### src/rtl/bcdl_pkg.sv
// ----------------------------------------------------------------------------
// bcdl_pkg: shared types and constants for the current derating limiter
// Operation codes, register indexes, item and divider structs, sequencer
// states.
// ----------------------------------------------------------------------------
package bcdl_pkg;

   localparam int ReqDataW  = 96;   // 92 bits of fields, padded to bytes
   localparam int RspDataW  = 72;   // 66 bits of fields, padded to bytes
   localparam int OpW       = 2;
   localparam int RspUserW  = 2;
   localparam int CsrIndexW = 3;
   localparam int CsrDataW  = 16;
   localparam int CurW      = 17;   // current fields, signed
   localparam int ByteW     = 8;    // ids, temperatures, charge levels
   localparam int AgeW      = 16;
   localparam int ProdW     = CurW + ByteW;
   localparam int QuoW      = CurW;
   localparam int CurrentWidthDef = 18;

   typedef enum logic [OpW-1:0] {
      OP_STATUS = 2'd0,
      OP_QUERY  = 2'd1,
      OP_TICK   = 2'd2,
      OP_UNUSED = 2'd3
   } op_type;

   typedef enum logic [CsrIndexW-1:0] {
      REG_ENABLE     = 3'd0,
      REG_TEMP_START = 3'd1,
      REG_TEMP_END   = 3'd2,
      REG_SOC_START  = 3'd3,
      REG_SOC_END    = 3'd4,
      REG_AGE_LIMIT  = 3'd5
   } reg_index_type;

   typedef enum logic [1:0] {
      KIND_STATUS,
      KIND_QUERY,
      KIND_TICK
   } kind_type;

   typedef struct packed {
      kind_type                kind;
      logic [ByteW-1:0]        monitor_id;
      logic signed [ByteW-1:0] cell_temp;
      logic [ByteW-1:0]        charge_level;
      logic signed [CurW-1:0]  conf_min;
      logic signed [CurW-1:0]  conf_max;
      logic signed [CurW-1:0]  pres_min;
      logic signed [CurW-1:0]  pres_max;
   } item_type;

   typedef struct packed {
      logic             start;
      logic [ProdW-1:0] dividend;
      logic [ByteW-1:0] divisor;
   } div_req_type;

   typedef struct packed {
      logic            done;
      logic [QuoW-1:0] quotient;
   } div_rsp_type;

   typedef struct packed {
      logic                    enable;
      logic signed [ByteW-1:0] temp_start;
      logic signed [ByteW-1:0] temp_end;
      logic [ByteW-1:0]        soc_start;
      logic [ByteW-1:0]        soc_end;
      logic [AgeW-1:0]         age_limit;
   } cfg_type;

   typedef enum logic [3:0] {
      ST_IDLE,
      ST_TEMP_MUL,
      ST_TEMP_START,
      ST_TEMP_WAIT,
      ST_TEMP_APPLY,
      ST_SOC_MUL,
      ST_SOC_START,
      ST_SOC_WAIT,
      ST_SOC_APPLY,
      ST_RESULT
   } back_state_type;

endpackage

### src/rtl/bcdl_front.sv
// ----------------------------------------------------------------------------
// bcdl_front: input classifier and item queue
// Decodes the operation of each request, drops unused codes and holds up
// to two classified items for the back end.
// ----------------------------------------------------------------------------
module bcdl_front (
   input  logic                          clock,
   input  logic                          reset,
   input  logic                          req_tvalid,
   output logic                          req_tready,
   input  logic [bcdl_pkg::ReqDataW-1:0] req_tdata,
   input  logic [bcdl_pkg::OpW-1:0]      req_tuser,
   output logic                          item_valid,
   input  logic                          item_ready,
   output bcdl_pkg::item_type            item
);
   import bcdl_pkg::*;

   localparam int Depth = 2;
   localparam int PtrW  = $clog2(Depth);
   localparam int CntW  = $clog2(Depth + 1);

   item_type        q_ff [Depth];
   logic [PtrW-1:0] wr_ptr_ff, wr_ptr_in;
   logic [PtrW-1:0] rd_ptr_ff, rd_ptr_in;
   logic [CntW-1:0] count_ff, count_in;

   item_type        decoded;
   logic            known_op;
   logic            push;
   logic            pop;

   always_comb begin
      decoded.kind         = KIND_STATUS;
      decoded.monitor_id   = req_tdata[7:0];
      decoded.cell_temp    = req_tdata[15:8];
      decoded.charge_level = req_tdata[23:16];
      decoded.conf_min     = req_tdata[40:24];
      decoded.conf_max     = req_tdata[57:41];
      decoded.pres_min     = req_tdata[74:58];
      decoded.pres_max     = req_tdata[91:75];
      known_op             = 1'b1;
      unique case (op_type'(req_tuser))
         OP_STATUS: decoded.kind = KIND_STATUS;
         OP_QUERY:  decoded.kind = KIND_QUERY;
         OP_TICK:   decoded.kind = KIND_TICK;
         default:   known_op = 1'b0;
      endcase
   end

   assign req_tready = (count_ff != CntW'(Depth));
   assign item_valid = (count_ff != '0);
   assign item       = q_ff[rd_ptr_ff];

   // drop unused codes at the door: accepted but never queued
   assign push = req_tvalid && req_tready && known_op;
   assign pop  = item_valid && item_ready;

   always_comb begin
      wr_ptr_in = push ? wr_ptr_ff + 1'b1 : wr_ptr_ff;
      rd_ptr_in = pop ? rd_ptr_ff + 1'b1 : rd_ptr_ff;
      count_in  = count_ff;
      if (push && !pop) begin
         count_in = count_ff + 1'b1;
      end else if (pop && !push) begin
         count_in = count_ff - 1'b1;
      end
   end

   always_ff @(posedge clock) begin
      if (reset) begin
         wr_ptr_ff <= '0;
         rd_ptr_ff <= '0;
         count_ff  <= '0;
      end else begin
         wr_ptr_ff <= wr_ptr_in;
         rd_ptr_ff <= rd_ptr_in;
         count_ff  <= count_in;
      end
   end

   always_ff @(posedge clock) begin
      if (push) begin
         q_ff[wr_ptr_ff] <= decoded;
      end
   end

endmodule

### src/rtl/bcdl_div.sv
// ----------------------------------------------------------------------------
// bcdl_div: serial restoring divider
// One quotient bit per cycle. The caller guarantees the quotient fits in
// QuoW bits, so the upper dividend bits seed the remainder.
// ----------------------------------------------------------------------------
module bcdl_div (
   input  logic                  clock,
   input  logic                  reset,
   input  bcdl_pkg::div_req_type div_req,
   output bcdl_pkg::div_rsp_type div_rsp
);
   import bcdl_pkg::*;

   localparam int CntW = $clog2(QuoW + 1);

   logic [ByteW-1:0] rem_ff, rem_in;
   logic [QuoW-1:0]  quo_ff, quo_in;
   logic [ByteW-1:0] den_ff, den_in;
   logic [CntW-1:0]  cnt_ff, cnt_in;
   logic             busy_ff, busy_in;
   logic             done_ff, done_in;

   logic [ByteW:0]   trial;
   logic             fits;

   assign trial = {rem_ff, quo_ff[QuoW-1]};
   assign fits  = (trial >= {1'b0, den_ff});

   always_comb begin
      rem_in  = rem_ff;
      quo_in  = quo_ff;
      den_in  = den_ff;
      cnt_in  = cnt_ff;
      busy_in = busy_ff;
      done_in = 1'b0;
      if (div_req.start) begin
         rem_in  = div_req.dividend[ProdW-1:QuoW];
         quo_in  = div_req.dividend[QuoW-1:0];
         den_in  = div_req.divisor;
         cnt_in  = CntW'(QuoW);
         busy_in = 1'b1;
      end else if (busy_ff) begin
         rem_in = fits ? ByteW'(trial - {1'b0, den_ff}) : trial[ByteW-1:0];
         quo_in = {quo_ff[QuoW-2:0], fits};
         cnt_in = cnt_ff - 1'b1;
         if (cnt_ff == CntW'(1)) begin
            busy_in = 1'b0;
            done_in = 1'b1;
         end
      end
   end

   always_ff @(posedge clock) begin
      if (reset) begin
         cnt_ff  <= '0;
         busy_ff <= 1'b0;
         done_ff <= 1'b0;
      end else begin
         cnt_ff  <= cnt_in;
         busy_ff <= busy_in;
         done_ff <= done_in;
      end
   end

   always_ff @(posedge clock) begin
      rem_ff <= rem_in;
      quo_ff <= quo_in;
      den_ff <= den_in;
   end

   assign div_rsp.done     = done_ff;
   assign div_rsp.quotient = quo_ff;

endmodule

### src/rtl/bcdl_back.sv
// ----------------------------------------------------------------------------
// bcdl_back: record keeping and limit sequencer
// Holds the control registers and the hottest/lowest records, applies
// status and tick items as the idle state takes them, and walks a query
// through the temperature and charge tapers on the shared divider.
// ----------------------------------------------------------------------------
module bcdl_back #(
   parameter int CURRENT_WIDTH = bcdl_pkg::CurrentWidthDef
) (
   input  logic                           clock,
   input  logic                           reset,
   input  logic                           csr_valid,
   output logic                           csr_ready,
   input  logic [bcdl_pkg::CsrIndexW-1:0] csr_index,
   input  logic [bcdl_pkg::CsrDataW-1:0]  csr_wdata,
   input  logic                           item_valid,
   output logic                           item_ready,
   input  bcdl_pkg::item_type             item,
   output bcdl_pkg::div_req_type          div_req,
   input  bcdl_pkg::div_rsp_type          div_rsp,
   output logic                           rsp_tvalid,
   input  logic                           rsp_tready,
   output logic [bcdl_pkg::RspDataW-1:0]  rsp_tdata,
   output logic [bcdl_pkg::RspUserW-1:0]  rsp_tuser
);
   import bcdl_pkg::*;

   // largest derated magnitude the internal path carries
   localparam logic [CurW-1:0] MagCap = (CURRENT_WIDTH >= CurW) ? {CurW{1'b1}} :
                                        CurW'((64'd1 << CURRENT_WIDTH) - 64'd1);
   localparam int PadW = RspDataW - 2 * CurW - 4 * ByteW;

   function automatic logic [CurW-1:0] mag(input logic signed [CurW-1:0] v);
      mag = v[CurW-1] ? CurW'(-v) : CurW'(v);
   endfunction

   function automatic logic [CurW-1:0] cap(input logic [CurW-1:0] v);
      cap = (v > MagCap) ? MagCap : v;
   endfunction

   back_state_type state_ff, state_in;
   cfg_type        cfg_ff, cfg_in;

   logic                    temp_valid_ff, temp_valid_in;
   logic [ByteW-1:0]        temp_id_ff, temp_id_in;
   logic signed [ByteW-1:0] temp_value_ff, temp_value_in;
   logic [AgeW-1:0]         temp_age_ff, temp_age_in;
   logic                    soc_valid_ff, soc_valid_in;
   logic [ByteW-1:0]        soc_id_ff, soc_id_in;
   logic [ByteW-1:0]        soc_value_ff, soc_value_in;
   logic [AgeW-1:0]         soc_age_ff, soc_age_in;

   item_type               cur_ff, cur_in;
   logic signed [CurW-1:0] bmin_ff, bmin_in;
   logic signed [CurW-1:0] bmax_ff, bmax_in;
   logic [ProdW-1:0]       prod_ff, prod_in;
   logic [ByteW-1:0]       den_ff, den_in;
   logic                   below_ff, below_in;
   logic                   above_ff, above_in;

   logic                   rsp_valid_ff, rsp_valid_in;
   logic [RspDataW-1:0]    rsp_data_ff, rsp_data_in;
   logic [RspUserW-1:0]    rsp_user_ff, rsp_user_in;

   logic pop;
   logic rsp_load;

   logic                   temp_fresh;
   logic                   soc_fresh;
   logic signed [ByteW:0]  te_t;
   logic signed [ByteW:0]  te_ts;
   logic [ByteW-1:0]       s_se;
   logic [ByteW-1:0]       ss_se;
   logic [CurW-1:0]        mc;
   logic [CurW-1:0]        lim;
   logic signed [CurW-1:0] lmin;
   logic signed [CurW-1:0] lmax;

   assign csr_ready = 1'b1;

   // ---------------- control registers ----------------
   always_comb begin
      cfg_in = cfg_ff;
      if (csr_valid) begin
         unique case (reg_index_type'(csr_index))
            REG_ENABLE:     cfg_in.enable     = csr_wdata[0];
            REG_TEMP_START: cfg_in.temp_start = csr_wdata[ByteW-1:0];
            REG_TEMP_END:   cfg_in.temp_end   = csr_wdata[ByteW-1:0];
            REG_SOC_START:  cfg_in.soc_start  = csr_wdata[ByteW-1:0];
            REG_SOC_END:    cfg_in.soc_end    = csr_wdata[ByteW-1:0];
            REG_AGE_LIMIT:  cfg_in.age_limit  = csr_wdata[AgeW-1:0];
            default:        cfg_in = cfg_ff;
         endcase
      end
   end

   // ---------------- sequencer ----------------
   always_comb begin
      state_in = state_ff;
      unique case (state_ff)
         ST_IDLE:       if (item_valid && item.kind == KIND_QUERY) state_in = ST_TEMP_MUL;
         ST_TEMP_MUL:   state_in = ST_TEMP_START;
         ST_TEMP_START: state_in = ST_TEMP_WAIT;
         ST_TEMP_WAIT:  if (div_rsp.done) state_in = ST_TEMP_APPLY;
         ST_TEMP_APPLY: state_in = ST_SOC_MUL;
         ST_SOC_MUL:    state_in = ST_SOC_START;
         ST_SOC_START:  state_in = ST_SOC_WAIT;
         ST_SOC_WAIT:   if (div_rsp.done) state_in = ST_SOC_APPLY;
         ST_SOC_APPLY:  state_in = ST_RESULT;
         ST_RESULT:     if (!rsp_valid_ff || rsp_tready) state_in = ST_IDLE;
         default:       state_in = ST_IDLE;
      endcase
   end

   always_comb begin
      item_ready       = 1'b0;
      div_req.start    = 1'b0;
      div_req.dividend = prod_ff;
      div_req.divisor  = den_ff;
      rsp_load         = 1'b0;
      unique case (state_ff)
         ST_IDLE:       item_ready = 1'b1;
         ST_TEMP_START: div_req.start = 1'b1;
         ST_SOC_START:  div_req.start = 1'b1;
         ST_RESULT:     rsp_load = !rsp_valid_ff || rsp_tready;
         default:       item_ready = 1'b0;
      endcase
   end

   assign pop = item_valid && item_ready;

   // ---------------- datapath ----------------
   assign temp_fresh = temp_valid_ff && (temp_age_ff < cfg_ff.age_limit);
   assign soc_fresh  = soc_valid_ff && (soc_age_ff < cfg_ff.age_limit);

   assign te_t  = {cfg_ff.temp_end[ByteW-1], cfg_ff.temp_end} -
                  {temp_value_ff[ByteW-1], temp_value_ff};
   assign te_ts = {cfg_ff.temp_end[ByteW-1], cfg_ff.temp_end} -
                  {cfg_ff.temp_start[ByteW-1], cfg_ff.temp_start};
   assign s_se  = soc_value_ff - cfg_ff.soc_end;
   assign ss_se = cfg_ff.soc_start - cfg_ff.soc_end;

   assign mc  = (mag(cur_ff.conf_min) > mag(cur_ff.conf_max)) ?
                mag(cur_ff.conf_min) : mag(cur_ff.conf_max);
   assign lim = cap(div_rsp.quotient);

   assign lmin = (mag(bmin_ff) < mag(cur_ff.pres_min)) ? bmin_ff : cur_ff.pres_min;
   assign lmax = (mag(bmax_ff) < mag(cur_ff.pres_max)) ? bmax_ff : cur_ff.pres_max;

   always_comb begin
      temp_valid_in = temp_valid_ff;
      temp_id_in    = temp_id_ff;
      temp_value_in = temp_value_ff;
      temp_age_in   = temp_age_ff;
      soc_valid_in  = soc_valid_ff;
      soc_id_in     = soc_id_ff;
      soc_value_in  = soc_value_ff;
      soc_age_in    = soc_age_ff;
      cur_in        = cur_ff;
      bmin_in       = bmin_ff;
      bmax_in       = bmax_ff;
      prod_in       = prod_ff;
      den_in        = den_ff;
      below_in      = below_ff;
      above_in      = above_ff;

      case (state_ff)
         ST_IDLE: begin
            if (pop) begin
               cur_in  = item;
               bmin_in = item.conf_min;
               bmax_in = item.conf_max;
               if (item.kind == KIND_STATUS && cfg_ff.enable) begin
                  if (!temp_valid_ff || temp_age_ff > cfg_ff.age_limit ||
                      temp_value_ff < item.cell_temp || temp_id_ff == item.monitor_id) begin
                     temp_valid_in = 1'b1;
                     temp_id_in    = item.monitor_id;
                     temp_value_in = item.cell_temp;
                     temp_age_in   = '0;
                  end
                  if (!soc_valid_ff || soc_age_ff > cfg_ff.age_limit ||
                      soc_value_ff > item.charge_level || soc_id_ff == item.monitor_id) begin
                     soc_valid_in = 1'b1;
                     soc_id_in    = item.monitor_id;
                     soc_value_in = item.charge_level;
                     soc_age_in   = '0;
                  end
               end
               if (item.kind == KIND_TICK) begin
                  // age both records, hold at full scale
                  if (temp_age_ff != '1) temp_age_in = temp_age_ff + 1'b1;
                  if (soc_age_ff != '1) soc_age_in = soc_age_ff + 1'b1;
               end
            end
         end
         ST_TEMP_MUL: begin
            // thresholds equal and value on them: scale by one
            if (cfg_ff.temp_end == cfg_ff.temp_start) begin
               prod_in = ProdW'(mc);
               den_in  = ByteW'(1);
            end else begin
               prod_in = ProdW'(mc) * ProdW'(te_t[ByteW-1:0]);
               den_in  = te_ts[ByteW-1:0];
            end
            below_in = temp_value_ff < cfg_ff.temp_start;
            above_in = temp_value_ff > cfg_ff.temp_end;
         end
         ST_TEMP_APPLY: begin
            if (cfg_ff.enable && temp_fresh && !below_ff) begin
               if (above_ff) begin
                  bmin_in = '0;
                  bmax_in = '0;
               end else begin
                  if (mag(bmin_ff) > lim) bmin_in = bmin_ff[CurW-1] ? CurW'(-lim) : lim;
                  if (mag(bmax_ff) > lim) bmax_in = bmax_ff[CurW-1] ? CurW'(-lim) : lim;
               end
            end
         end
         ST_SOC_MUL: begin
            if (cfg_ff.soc_start == cfg_ff.soc_end) begin
               prod_in = ProdW'(mag(cur_ff.conf_max));
               den_in  = ByteW'(1);
            end else begin
               prod_in = ProdW'(mag(cur_ff.conf_max)) * ProdW'(s_se);
               den_in  = ss_se;
            end
            below_in = soc_value_ff < cfg_ff.soc_end;
            above_in = soc_value_ff > cfg_ff.soc_start;
         end
         ST_SOC_APPLY: begin
            if (cfg_ff.enable && soc_fresh && !above_ff) begin
               if (below_ff) begin
                  bmax_in = '0;
               end else begin
                  bmax_in = cur_ff.conf_max[CurW-1] ? CurW'(-lim) : lim;
               end
            end
         end
         default: begin
            cur_in = cur_ff;
         end
      endcase
   end

   // ---------------- output register ----------------
   always_comb begin
      rsp_valid_in = rsp_valid_ff;
      rsp_data_in  = rsp_data_ff;
      rsp_user_in  = rsp_user_ff;
      if (rsp_valid_ff && rsp_tready) begin
         rsp_valid_in = 1'b0;
      end
      if (rsp_load) begin
         rsp_valid_in = 1'b1;
         rsp_data_in  = {{PadW{1'b0}}, soc_id_ff, soc_value_ff, temp_id_ff,
                         temp_value_ff, lmax, lmin};
         rsp_user_in  = {soc_fresh, temp_fresh};
      end
   end

   always_ff @(posedge clock) begin
      if (reset) begin
         state_ff          <= ST_IDLE;
         cfg_ff.enable     <= 1'b0;
         cfg_ff.temp_start <= 8'sd45;
         cfg_ff.temp_end   <= 8'sd65;
         cfg_ff.soc_start  <= 8'd13;
         cfg_ff.soc_end    <= 8'd0;
         cfg_ff.age_limit  <= 16'd2000;
         temp_valid_ff     <= 1'b0;
         temp_id_ff        <= '0;
         temp_value_ff     <= '0;
         temp_age_ff       <= '0;
         soc_valid_ff      <= 1'b0;
         soc_id_ff         <= '0;
         soc_value_ff      <= '0;
         soc_age_ff        <= '0;
         rsp_valid_ff      <= 1'b0;
      end else begin
         state_ff      <= state_in;
         cfg_ff        <= cfg_in;
         temp_valid_ff <= temp_valid_in;
         temp_id_ff    <= temp_id_in;
         temp_value_ff <= temp_value_in;
         temp_age_ff   <= temp_age_in;
         soc_valid_ff  <= soc_valid_in;
         soc_id_ff     <= soc_id_in;
         soc_value_ff  <= soc_value_in;
         soc_age_ff    <= soc_age_in;
         rsp_valid_ff  <= rsp_valid_in;
      end
   end

   always_ff @(posedge clock) begin
      cur_ff      <= cur_in;
      bmin_ff     <= bmin_in;
      bmax_ff     <= bmax_in;
      prod_ff     <= prod_in;
      den_ff      <= den_in;
      below_ff    <= below_in;
      above_ff    <= above_in;
      rsp_data_ff <= rsp_data_in;
      rsp_user_ff <= rsp_user_in;
   end

   assign rsp_tvalid = rsp_valid_ff;
   assign rsp_tdata  = rsp_data_ff;
   assign rsp_tuser  = rsp_user_ff;

endmodule

### src/rtl/bms_current_derating_limiter.sv
// ----------------------------------------------------------------------------
// bms_current_derating_limiter: battery current derating by temperature/SOC
// Tracks the hottest and lowest-charge monitor records and derates the
// regen and drive current limits on request.
// ----------------------------------------------------------------------------
// Usage:
//   req_*  : one item per transfer; tuser carries the operation (status
//            report, limit query, tick). Unused operation codes are taken
//            and dropped.
//   rsp_*  : one result per limit query, none for reports and ticks.
//   csr_*  : register writes, always ready; write only while no item is
//            in flight.
//   A two-entry queue sits between the input classifier and the sequencer,
//   so requests are taken while a query is being worked on.
//   Reports and ticks are applied in the sequencer's idle state. A query
//   makes two passes of the one serial divider (17 steps each; the
//   temperature taper, then the charge taper), each with a multiply,
//   start, wait and apply state; the idle state takes the item first and
//   the result state loads the output register last. The sequencer takes
//   the next item only once that result has been loaded.
//   Reset clears both records, loads the register defaults and empties the
//   queue and the output register. When the receiver stalls, the result is
//   held in the output register; the sequencer then waits before loading
//   the next one, and the queue fills and drops req_tready.
// ----------------------------------------------------------------------------
module bms_current_derating_limiter #(
   parameter int CURRENT_WIDTH = bcdl_pkg::CurrentWidthDef
) (
   input  logic                           clock,
   input  logic                           reset,
   // tdata: monitor_id, cell_temp, charge_level, conf_min_current,
   //        conf_max_current, present_min_current, present_max_current, pad
   input  logic                           req_tvalid,
   output logic                           req_tready,
   input  logic [bcdl_pkg::ReqDataW-1:0]  req_tdata,
   // tuser: operation
   input  logic [bcdl_pkg::OpW-1:0]       req_tuser,
   // tdata: limited_min_current, limited_max_current, hottest_temp,
   //        hottest_id, lowest_charge, lowest_id, pad
   output logic                           rsp_tvalid,
   input  logic                           rsp_tready,
   output logic [bcdl_pkg::RspDataW-1:0]  rsp_tdata,
   // tuser: temp_fresh, charge_fresh
   output logic [bcdl_pkg::RspUserW-1:0]  rsp_tuser,
   input  logic                           csr_valid,
   output logic                           csr_ready,
   input  logic [bcdl_pkg::CsrIndexW-1:0] csr_index,
   input  logic [bcdl_pkg::CsrDataW-1:0]  csr_wdata
);
   import bcdl_pkg::*;

   item_type    item;
   logic        item_valid;
   logic        item_ready;
   div_req_type div_req;
   div_rsp_type div_rsp;

   bcdl_front u_front (
      .clock      (clock),
      .reset      (reset),
      .req_tvalid (req_tvalid),
      .req_tready (req_tready),
      .req_tdata  (req_tdata),
      .req_tuser  (req_tuser),
      .item_valid (item_valid),
      .item_ready (item_ready),
      .item       (item)
   );

   bcdl_div u_div (
      .clock   (clock),
      .reset   (reset),
      .div_req (div_req),
      .div_rsp (div_rsp)
   );

   bcdl_back #(
      .CURRENT_WIDTH (CURRENT_WIDTH)
   ) u_back (
      .clock      (clock),
      .reset      (reset),
      .csr_valid  (csr_valid),
      .csr_ready  (csr_ready),
      .csr_index  (csr_index),
      .csr_wdata  (csr_wdata),
      .item_valid (item_valid),
      .item_ready (item_ready),
      .item       (item),
      .div_req    (div_req),
      .div_rsp    (div_rsp),
      .rsp_tvalid (rsp_tvalid),
      .rsp_tready (rsp_tready),
      .rsp_tdata  (rsp_tdata),
      .rsp_tuser  (rsp_tuser)
   );

endmodule

### config.mk
export PLATFORM = sky130hd
export DESIGN_NAME = bms_current_derating_limiter
export DESIGN_NICKNAME = d
export VERILOG_FILES = /design/src/rtl/bcdl_pkg.sv /design/src/rtl/bcdl_front.sv /design/src/rtl/bcdl_div.sv /design/src/rtl/bcdl_back.sv /design/src/rtl/bms_current_derating_limiter.sv
export SDC_FILE = /design/constraint.sdc
export NUM_CORES = 2
export LEC_CHECK = 0
export ABC_CLOCK_PERIOD_IN_PS = 8000
export BUFFER_PORTS_ARGS = -buffer_cell sky130_fd_sc_hd__buf_2
export CAP_MARGIN = 20
export CORE_MARGIN = 3
export CORE_UTILIZATION = 35
export CTS_CLUSTER_DIAMETER = 120
export DETAILED_ROUTE_END_ITERATION = 8
export PLACE_DENSITY = 0.63
export SLEW_MARGIN = 15
export SYNTH_ARGS = -nofsm -noshare
export SYNTH_HDL_FRONTEND = slang
export SYNTH_HIERARCHICAL = 1
export SYNTH_SLANG_ARGS = --single-unit
### constraint.sdc
create_clock -name clock -period 8 [get_ports clock]
set_clock_uncertainty 0.1 [all_clocks]
set_input_delay 0.8 -clock clock [delete_from_list [all_inputs] [get_ports clock]]
set_output_delay 0.8 -clock clock [all_outputs]
set_load 0.005 [all_outputs]
Word level (Yosys, flattened, before mapping):

Memories as Yosys holds them, arrays and structs flattened. A register that Yosys moved wholly into a read port is not among the register bits.
Index checks and enable logic that the tools add are counted.

* bitwise operators: 1
* multipliers: 2
* $add $sub $neg: 19
* reductions and logical operators: 55
* equal/unequal tests: 35
* magnitude comparators: 17
* mux-type cells: 70

Operators with widths (count)
* 17-bit two-way mux: 25
* 16-bit two-way mux: 8
* 17-bit negation: 7
* 17-bit greater-than comparator: 3
* 17-bit one-hot mux with 3 select lines: 1
* 17-bit by 8-bit multiplier with 25-bit output: 2
* 25-bit two-way mux: 2
* 25-bit one-hot mux with 2 select lines: 1
* 8-bit two-way mux: 5
* 4-bit one-hot mux with 10 select lines: 1
* 8-bit subtractor: 5
* 17-bit less-than comparator: 2
* 17-bit one-hot mux with 2 select lines: 1
* 16-bit by 1-bit adder with 16-bit output, second input constant: 2
* 8-bit equality test: 4
* 16-bit greater-than comparator: 2
* 16-bit less-than comparator: 2
* 16-bit != test, second input constant: 2
* 8-bit greater-than comparator: 3
* 8-bit less-than comparator: 3
* 17-bit greater-than comparator, second input constant: 1
* 4-bit by 3-bit equality test with 1-bit output, second input constant: 4
* 4-bit two-way mux: 4
* 8-bit one-hot mux with 2 select lines: 1
* 36 further kinds: 108

* RAM bits: 188
* register bits: 369
* output and inout port bits: 77
* memories: 1
* word-level logic and storage cells: 238
* bits of input ports: 122

Memory list
* u_front.q_ff: depth 2, width 94, rd ports 1, clocked after Yosys merged registers in 1, wr ports 1, line bcdl_front.sv:23 `item_type q_ff [Depth];`

Logic depth before layout (Yosys ltp):

* word-level depth: 8
* mapped depth: 35
* depth with buffers taken out: 33

By module:

The synthesis kept the hierarchy.

By module, submodules not included
* bcdl_back: instances 1, cells each 3048, seq. area each 8558.2 um^2, area an instance 28207.1 um^2
* bcdl_front: instances 1, cells each 319, seq. area each 5745.5 um^2, area an instance 7050.5 um^2
* bcdl_div: instances 1, cells each 182, seq. area each 1131.1 um^2, area an instance 2183.3 um^2

Worst setup path after synthesis:

Ideal clock, no wire load.

* path kind: register to register
* from: reg u_back/cur_ff[40] in the netlist's numbering
* to: reg u_back.prod_ff[24], data pin
* data arrival time: 8.074 ns
* required time: 7.629 ns
* cell stages (with the launch flop): 33
* path buffers: 2
* period minus slack after synthesis: 8.446 ns
* setup time: 0.271 ns
* setup slack: -0.446 ns
* cell sequence: edfxtp_1 or4_4 or3_1 o31ai_1 xnor2_1 inv_1 ha_1 a21o_1 a21o_1 a21oi_1 and2_1 o21ai_0 o211ai_1 buf_6 buf_12 mux2_4 or2_1 fa_1 fa_1 inv_1 fa_1 inv_1 fa_1 inv_1 ha_1 o211ai_1 o211ai_1 nand2_1 a211o_1 o21ai_0 a21oi_1 a211oi_1 o22ai_1

* longest elaborated chain between the ends: 7
* elaborated cells on any way between the ends: 9
* classes of those cells: add/sub (1); mul (2); order compare (1); mux (5)

RTL lines
* from (decl): line bcdl_back.sv:53 `item_type cur_ff, cur_in;`
* from (signal assigned): line bcdl_back.sv:295 `cur_ff <= cur_in;`
* 17-bit negation: line bcdl_back.sv:34 `mag = v[CurW-1] ? CurW'(-v) : CurW'(v);`
* 17-bit two-way mux (*): line bcdl_back.sv:34
* 17-bit greater-than comparator: line bcdl_back.sv:143 `assign mc = (mag(cur_ff.conf_min) > mag(cur_ff.conf_max)) ?`
* 17-bit two-way mux: line bcdl_back.sv:143
* 17-bit by 8-bit multiplier with 25-bit output: line bcdl_back.sv:202 `prod_in = ProdW'(mc) * ProdW'(te_t[ByteW-1:0]);`
* 25-bit two-way mux: line bcdl_back.sv:198 `if (cfg_ff.temp_end == cfg_ff.temp_start) begin`
* 25-bit one-hot mux with 2 select lines (*): line bcdl_back.sv:167 `case (state_ff)`
* net u_back.prod_in[24]: line bcdl_back.sv:56 `logic [ProdW-1:0] prod_ff, prod_in;`
* to (signal assigned): line bcdl_back.sv:298 `prod_ff <= prod_in;`
* to (decl): line bcdl_back.sv:56

Mark *: on every way through the listed nets, which the timed path passes. The rest lies on a longest branch.
A chain may end at the register's enable or synchronous reset.

Worst setup path in the final report:

* from: reg u_back/cur_ff[39] in the netlist's numbering
* to: reg u_back.prod_ff[24], data pin

Same word-level chain as after synthesis.

==> flow_summary.toml <==
[critical_path]
end_kind = "register"
required_ns = 8.27
critPathKind = "register to register"
crit_slowest_cell = "or4_4"
critPathMaxStageDelay_ns = 0.55
worstPathArrival_ns = 8.34
crit_fanout = 7
cp-start-kind = "register"

[global_routing]
grt_pass1_wl_um = 157400
antenna_found_initial = 16
grt_usage = 0.1811
first_global_vias = 27300
overflow = 0
grt_max_degree = 69

[detailed_routing]
postRouteAntennaNets = 0
vias_per_cell = 5.216
drcViolationCount = 0
dr_total_vias = 27860
wl_um = 103300
firstDrtPassIters = 6
wire_per_inst_um = 19.34
drt_iter0_markers = 2110

[clock_tree]
cts_tree = "yes"
root_buffer = "clkbuf_16"
htreeDepth = 2
cts_buffers = 61
cts_hold_buf = 0
clk-insertion-delay-late_ns = 0.66
cts_sinks = 558
clkTransAtPathRegs_ns = 0.06
cts_buffer_depth = 3

[logic_synthesis]
synth_top_area_frac = 0.3417
yosysMostFrequentCell = "edfxtp_1"
avgSynthCellArea_um2 = 10.55
synth.ff_latch_count = 558
synth-edff-count = 426
ys_seq_area_frac = 0.4122
synthTopCellsByCount = "edfxtp_1 (426), inv_1 (360), nand2_1 (312)"
async_flop_share = 0
synth.area.top_cells = "edfxtp_1 (34%), fa_1 (9.9%), ha_1 (9.5%)"
ys.flop_type = "edfxtp_1"
yosysTopAreaCell = "edfxtp_1"
syn_area_um2 = 37440
yosys_warnings = 6
syn_inst = 3549
ys_types = 95

[placement]
place.port_buffers = 187
hpwl_um = 78060
gp_congestion = 0.9088
dp_slack_ns = -0.3627

[sta]
grt_setup_unrepaired = "yes"
period_needed_ns = 8.071
worst_slack_ns = -0.07076
finalSetupViolations = 5
tightest_slew_ns = 1.227
slew_headroom = 0.1760
hold_viol = 0
post-route-period-util = 1.009
drv_slew = 0
fmax_mhz = 123.9

[die]
die_area_um2 = 110900
ioPinCount = 199
initial_core_util = 0.3542
fp-row-count = 119
core_area_um2 = 105700
die-width_um = 333.1
die_h_um = 333.1

[finish]
fin_nets = 4481
syn_to_final_growth_pct = 17.64
regArea_um2 = 15440
multi_input_area_um2 = 20810
final_layout_size_suffix_gt1_frac = 0.1864
fillers = 10080

[run_status]
violations = "negative setup slack"
status = "finished with violations"

[min_path]
hold_class = "input pin to register"

[run]
max_cap_violations = 0
[final cells by class]
| cell class | instances | share of cell area |
|---|---|---|
| Sequential cell | 558 | 0.3505 |
| Antenna cell | 7 | 0.0003977 |
| Clock buffer | 80 | 0.03770 |
| Inverter | 362 | 0.03088 |
| Tap cell | 1391 | 0.03951 |
| Clock inverter | 35 | 0.009942 |
| Multi-Input combinational cell | 2516 | 0.4725 |
| Timing Repair Buffer | 392 | 0.05852 |
[final timing paths]
path	from	to	slack, ns	cells past startpoint
min reg2reg	u_back/den_ff[4]	u_div/den_ff[4]	0.31	0
min	req_tdata[18]	u_front/q_ff[1][70]	0.25	1
max reg2reg	u_back/cur_ff[39]	u_back/prod_ff[24]	-0.07	29
max	u_back/cur_ff[39]	u_back/prod_ff[24]	-0.07	29
[registers in the layout (all words and copies together), names as in the netlist, 16 cells and up, named ones only]
name / count
u_back/rsp_tdata: 66
u_back/bmax_ff: 17
u_back/cfg_ff: 49
u_back/bmin_ff: 17
u_back/prod_ff: 25
u_div/quo_ff: 17
u_back/cur_ff: 68
u_front/q_ff: 188
u_back/soc_age_ff: 16
u_back/temp_age_ff: 16
[per-stage QoR]
stage          utilization  TNS [ns]  area [um2]  hold slack (ns)  cells
2_1_floorplan            -  -0.05923       37590           0.3003   3554
3_3_place_gp        0.3881    -1.482       41030           0.3042   5176
3_5_place_dp        0.3881    -2.421       41030           0.3054   5176
4_1_cts             0.4102   -0.8633       43360           0.2009   5304
5_1_grt             0.4166    -2.051       44040           0.2065   5337
6_report            0.4167   -0.2410       44050           0.2462   5341
[per-layer routing]
metal,GRT usage,vias to the layer above,share of wire
met5,0,-,0.00093
met4,0.06692,14,0.035
met3,0.04126,192,0.076
met2,0.2858,922,0.45
met1,0.2436,13530,0.43
li1,-,13200,-
[cells in the final DEF (no fill, tap or decap), drive strengths merged, types with 65 or more instances in the layout]
cell type / synthesis / routed
edfxtp: 426 / 426
buf: 27 / 390
inv: 360 / 366
nand2: 314 / 314
nor2: 286 / 286
ha: 283 / 283
fa: 185 / 185
o21ai: 167 / 167
a21oi: 154 / 154
mux2: 145 / 145
xnor2: 134 / 134
dfxtp: 132 / 132
clkbuf: 91 / 82
nand3: 78 / 78
a21o: 68 / 68
xor2: 65 / 65
[cells by family after synthesis]
kind of cell             Yosys count  share of synthesized area
buffers and inverters            480                    0.05116
other                              2                  0.0002006
XOR/XNOR                         199                    0.04695
AND/OR/NAND/NOR                 1001                     0.1262
multiplexers                     184                    0.05611
flip-flops                       558                     0.4122
AO/OA/AOI/OAI                    657                     0.1137
adder cells (fa/ha/maj)          468                     0.1935
[worst max-delay path, delay by kind of cell, from the launching register on]
kind	cells	cell delay (ns)
compound gates	9	1.77
mux	1	0.33
xor+xnor	1	0.19
flops	1	0.39
fa+ha+maj	6	2.56
buf+inv	5	0.45
simple gates	7	1.99
[timing repair]
action / 4_1_cts / 5_1_grt
setup buffers: 13 / 28
pin swaps: 34 / 79
resized for setup: 35 / 86
setup endpoints to repair: 11 / 17
Power is not shown: default switching activity piles up to over one toggle a cycle in this logic, so the estimate is an artifact.
